`src/sv/cref_pkg.sv`:
```
package cref_pkg;

  localparam int DEF_FRAME_WIDTH  = 128;
  localparam int DEF_FRAME_HEIGHT = 128;
  localparam int COORD_W          = 16;
  localparam int COLOR_W          = 16;
  localparam int EXT_W            = 19;
  localparam int SEG_W            = 2;

  localparam logic [COLOR_W-1:0] DIM_MASK = 16'h7BEF;
  localparam logic [SEG_W-1:0]   SEG_LAST = 2'd3;

  typedef enum logic [2:0] {
    OP_READ    = 3'd0,
    OP_PIXEL   = 3'd1,
    OP_HLINE   = 3'd2,
    OP_VLINE   = 3'd3,
    OP_OUTLINE = 3'd4,
    OP_FILL    = 3'd5,
    OP_DIM     = 3'd6,
    OP_CLEAR   = 3'd7
  } cref_op_t;

  typedef enum logic [2:0] {
    ST_IDLE,
    ST_CLIP,
    ST_ADDR,
    ST_WALK,
    ST_DIMW,
    ST_RDWAIT,
    ST_DONE
  } cref_state_t;

  typedef struct packed {
    logic load_cmd;
    logic clip;
    logic set_addr;
    logic next_seg;
    logic step;
    logic mem_we;
    logic dim_wr;
    logic capture_rd;
    logic load_out;
  } cref_cmd_t;

  typedef struct packed {
    logic skip_all;
    logic empty;
    logic last_seg;
    logic last_px;
    logic is_read;
    logic is_dim;
    logic out_free;
  } cref_sts_t;

endpackage

```
`src/sv/cref_ctrl.sv`:
```
module cref_ctrl (
  input  logic                clk,
  input  logic                rst_n,
  input  logic                in_valid,
  output logic                in_ready,
  input  cref_pkg::cref_sts_t sts,
  output cref_pkg::cref_cmd_t cmd
);

  cref_pkg::cref_state_t state_r, state_nxt;

  always_ff @(posedge clk) begin
    if (!rst_n) begin
      state_r <= cref_pkg::ST_IDLE;
    end else begin
      state_r <= state_nxt;
    end
  end

  always_comb begin
    state_nxt = state_r;
    cmd       = '0;
    in_ready  = 1'b0;
    unique case (state_r)
      cref_pkg::ST_IDLE: begin
        in_ready = 1'b1;
        if (in_valid) begin
          cmd.load_cmd = 1'b1;
          state_nxt    = cref_pkg::ST_CLIP;
        end
      end
      cref_pkg::ST_CLIP: begin
        cmd.clip = 1'b1;
        state_nxt = sts.skip_all ? cref_pkg::ST_DONE : cref_pkg::ST_ADDR;
      end
      cref_pkg::ST_ADDR: begin
        cmd.set_addr = 1'b1;
        priority if (!sts.empty) begin
          state_nxt = cref_pkg::ST_WALK;
        end else if (sts.is_read || sts.last_seg) begin
          state_nxt = cref_pkg::ST_DONE;
        end else begin
          cmd.next_seg = 1'b1;
          state_nxt    = cref_pkg::ST_CLIP;
        end
      end
      cref_pkg::ST_WALK: begin
        priority if (sts.is_read) begin
          state_nxt = cref_pkg::ST_RDWAIT;
        end else if (sts.is_dim) begin
          state_nxt = cref_pkg::ST_DIMW;
        end else begin
          cmd.mem_we = 1'b1;
          priority if (!sts.last_px) begin
            cmd.step = 1'b1;
          end else if (sts.last_seg) begin
            state_nxt = cref_pkg::ST_DONE;
          end else begin
            cmd.next_seg = 1'b1;
            state_nxt    = cref_pkg::ST_CLIP;
          end
        end
      end
      cref_pkg::ST_DIMW: begin
        cmd.mem_we = 1'b1;
        cmd.dim_wr = 1'b1;
        priority if (!sts.last_px) begin
          cmd.step  = 1'b1;
          state_nxt = cref_pkg::ST_WALK;
        end else begin
          state_nxt = cref_pkg::ST_DONE;
        end
      end
      cref_pkg::ST_RDWAIT: begin
        cmd.capture_rd = 1'b1;
        state_nxt      = cref_pkg::ST_DONE;
      end
      cref_pkg::ST_DONE: begin
        if (sts.out_free) begin
          cmd.load_out = 1'b1;
          state_nxt    = cref_pkg::ST_IDLE;
        end
      end
      default: begin
        state_nxt = cref_pkg::ST_IDLE;
      end
    endcase
  end

endmodule

```
`config.mk`:
```
export PLATFORM = sky130hd
export DESIGN_NAME = cref_ctrl
export DESIGN_NICKNAME = d
export VERILOG_FILES = /design/src/sv/cref_pkg.sv /design/src/sv/cref_ctrl.sv
export SDC_FILE = /design/constraint.sdc
export NUM_CORES = 1
export LEC_CHECK = 0
export BUFFER_PORTS_ARGS = -buffer_cell sky130_fd_sc_hd__buf_2
export CAP_MARGIN = 25
export CORE_AREA = 2 2 39 41
export DETAILED_ROUTE_END_ITERATION = 12
export DIE_AREA = 0 0 41 43
export SLEW_MARGIN = 5
export SYNTH_ARGS = -nofsm -noshare
export SYNTH_HDL_FRONTEND = slang
export SYNTH_SLANG_ARGS = --single-unit
```
`constraint.sdc`:
```
create_clock -name clk -period 1.45 [get_ports clk]
set_input_delay 0.0725 -clock clk [delete_from_list [all_inputs] [get_ports clk]]
set_output_delay 0.0725 -clock clk [all_outputs]
set_load 0.005 [all_outputs]
```
==> qor.yml <==
status: "finished, final reports clean"
chipHeight_um: 43
asyncSetResetFlopFracSynth_pct: 0
grt_first_pass_wirelength_um: 1500
layout_setup_ws_ns: 0.0316
largest_registers: "state_r (3)"
cts-root-to-sink-buffers: 2
vdd_drop_max_uv: 318
first_iter_violations: 3
number_of_flip_flops_in_the_largest_register: 3
first_pass_iters: 4
post_route_cells_drive_above_1_share_pct: 46.7
avgViaCountPerCell: 4.96
route.final.wire_length_um: 1000
clkSlewWorstSetupHoldPaths_ns: 0.04
placed_instances: 87
post_detailed_route_count_of_antenna_violating_nets: 0
cts_root_buf: "clkbuf_4"
worst_path_required_time_ns: 1.38
die_width_um: 41
die_area_um2: 1760
synth.ff_latch_count: 3
initial_utilization_pct: 25.5
synthDistinctLibCells: 25
antenna_cells_inserted: 0
setup.worst_path.start_class: "flop"
finClkSkew_ns: 0.00265
fmax_mhz: 705
num_rows: 14
dpl.hpwl_um: 757
total_leakage_power_nw: 0.293
min_path_type: "primary input to flop"
final_hold_viol_count: 0
rsz0062_at_grt: "yes"
cts_buffers: 3
grt_max_degree: 9
synth.avg_cell_area_um2: 7.06
initial_antenna_violation_count: 0
crit_arrival_ns: 1.35
pwr_density_cell_nw_per_um2: 1310
finalSetupViolations: 0
gates_resized_cts_repair: 7
synth.net_count: 60
worst_skew_pair.late_latency_ns: 0.24
timing.max_slew.rel_slack_pct: 76.6
worstSetupPathType: "flop to primary output"
post_synth_inst_count: 50
hold_bufs_at_cts: 0
cts_setup_buffers: 0
layout.cells.non_filler: 91
gp_congestion: 0.781
count_of_flip_flops_with_a_built_in_enable_after_synthesis: 0
total_congestion_overflow: 0
synth-main-ff-cell: "dfxtp_1"
p_r_area_growth_vs_syn_pct: 52.5
worst_setup_path_end_kind: "primary output"
mappedNetlistArea_um2: 353
wl_per_cell_um: 11.0
timing_worst_slew_pin_value_ns: 0.348
final.period_utilization_pct: 97.8
ioPinCount: 20
finalNetCount: 86
cap_viol_max_count: 0
ys.warnings.count: 0
remaining_drc_errors: 0
timing_max_transition_violations_final: 0
post-place-ws_ns: 0.130
finalWorstPathRequiredPeriod_ns: 1.42
numClockSinks: 3
first_global_vias: 387
placeableCoreArea_um2: 1380
cts_tree: "built"
synth_seq_area_share_pct: 17.0
finalCoreUtilization_pct: 38.9
worstPathMaxFanout: 6
cts_htree_levels: 1
num_vias: 451
registers.top_by_ff_count: "state_r"
port_buffers: 19
grt_usage_pct: 12.9
==> per-stage QoR <==
stage | total power, mW | cell area, um2 | hold slack, ns | TNS, ns
after global routing | 0.770 | 538 | 0.127 | -0.0575
after global placement | 0.528 | 490 | 0.346 | 0
after floorplan | 0.367 | 353 | 0.187 | 0
after detailed placement | 0.526 | 490 | 0.349 | 0
after CTS | 0.716 | 534 | 0.0995 | -0.000717
final | 0.705 | 538 | 0.105 | 0
==> Yosys cell counts (2+ instances only) <==
cell      count  area share [%]
o21ai_0       2             2.8
nor2_1        5             5.3
a21oi_1       2             2.8
a221oi_1      2             5.0
inv_1         3             3.2
and4b_1       2             5.7
buf_2         3             4.3
dfxtp_1       3              17
nand2_1       4             4.3
and2_1        2             3.5
nor4_1        2             3.5
nor3_1        3             4.3
o21ai_1       4             5.7
o211ai_1      2             4.3
==> routing by layer <==
metal  up-vias  wire length [um]  GRT usage [%]
met5         -                 0              0
met3         2                85           6.28
met1       186               456           13.7
met2        19               451           20.3
met4         0                 8           6.00
li1        244                 -              -
==> cell type report <==
type                            instances  area, um2
Sequential cell                         3       68.8
Fill cell                             154        846
Multi-Input combinational cell         41        279
Inverter                                3       11.3
Tap cell                               16       20.0
Timing Repair Buffer                   24        133
Clock buffer                            4       26.3
==> where the power goes <==
part           internal, mW  switching [mW]  leakage (nW)
clock                 0.104          0.0510        0.0150
sequential            0.121          0.0531        0.0264
combinational         0.200           0.175         0.252
==> cells in the final DEF, fill, tap and decap left out, drive strengths merged, types with 3 or more instances in the layout <==
cell	instances
clkbuf	4
nor2	5
nor3	3
o21ai	6
dfxtp	3
nand2	4
buf	24
inv	3
==> path summary, 6_finish.rpt <==
check	from	slack [ns]	end	cells past startpoint
worst min-delay path	rst_n	0.11	state_r[2]	3
worst min register to register	state_r[2]	0.66	state_r[2]	3
worst max register to register	state_r[2]	0.20	state_r[1]	5
worst max-delay path	state_r[2]	0.03	cmd[4]	4
==> kinds of logic after synthesis <==
family                 count (synthesis)  synth area share (%)
buffers and inverters                  6                  7.45
AND/OR/NAND/NOR                       27                  50.4
flip-flops                             3                  17.0
AO/OA/AOI/OAI                         14                  25.2
==> critical path, cell delays in order, from the launching register on <==
cell	delay, ns
dfxtp_2	0.33
nand3b_4	0.16
or4_4	0.43
o21ai_2	0.06
buf_2	0.11
Power figures use the tool's default switching activity.
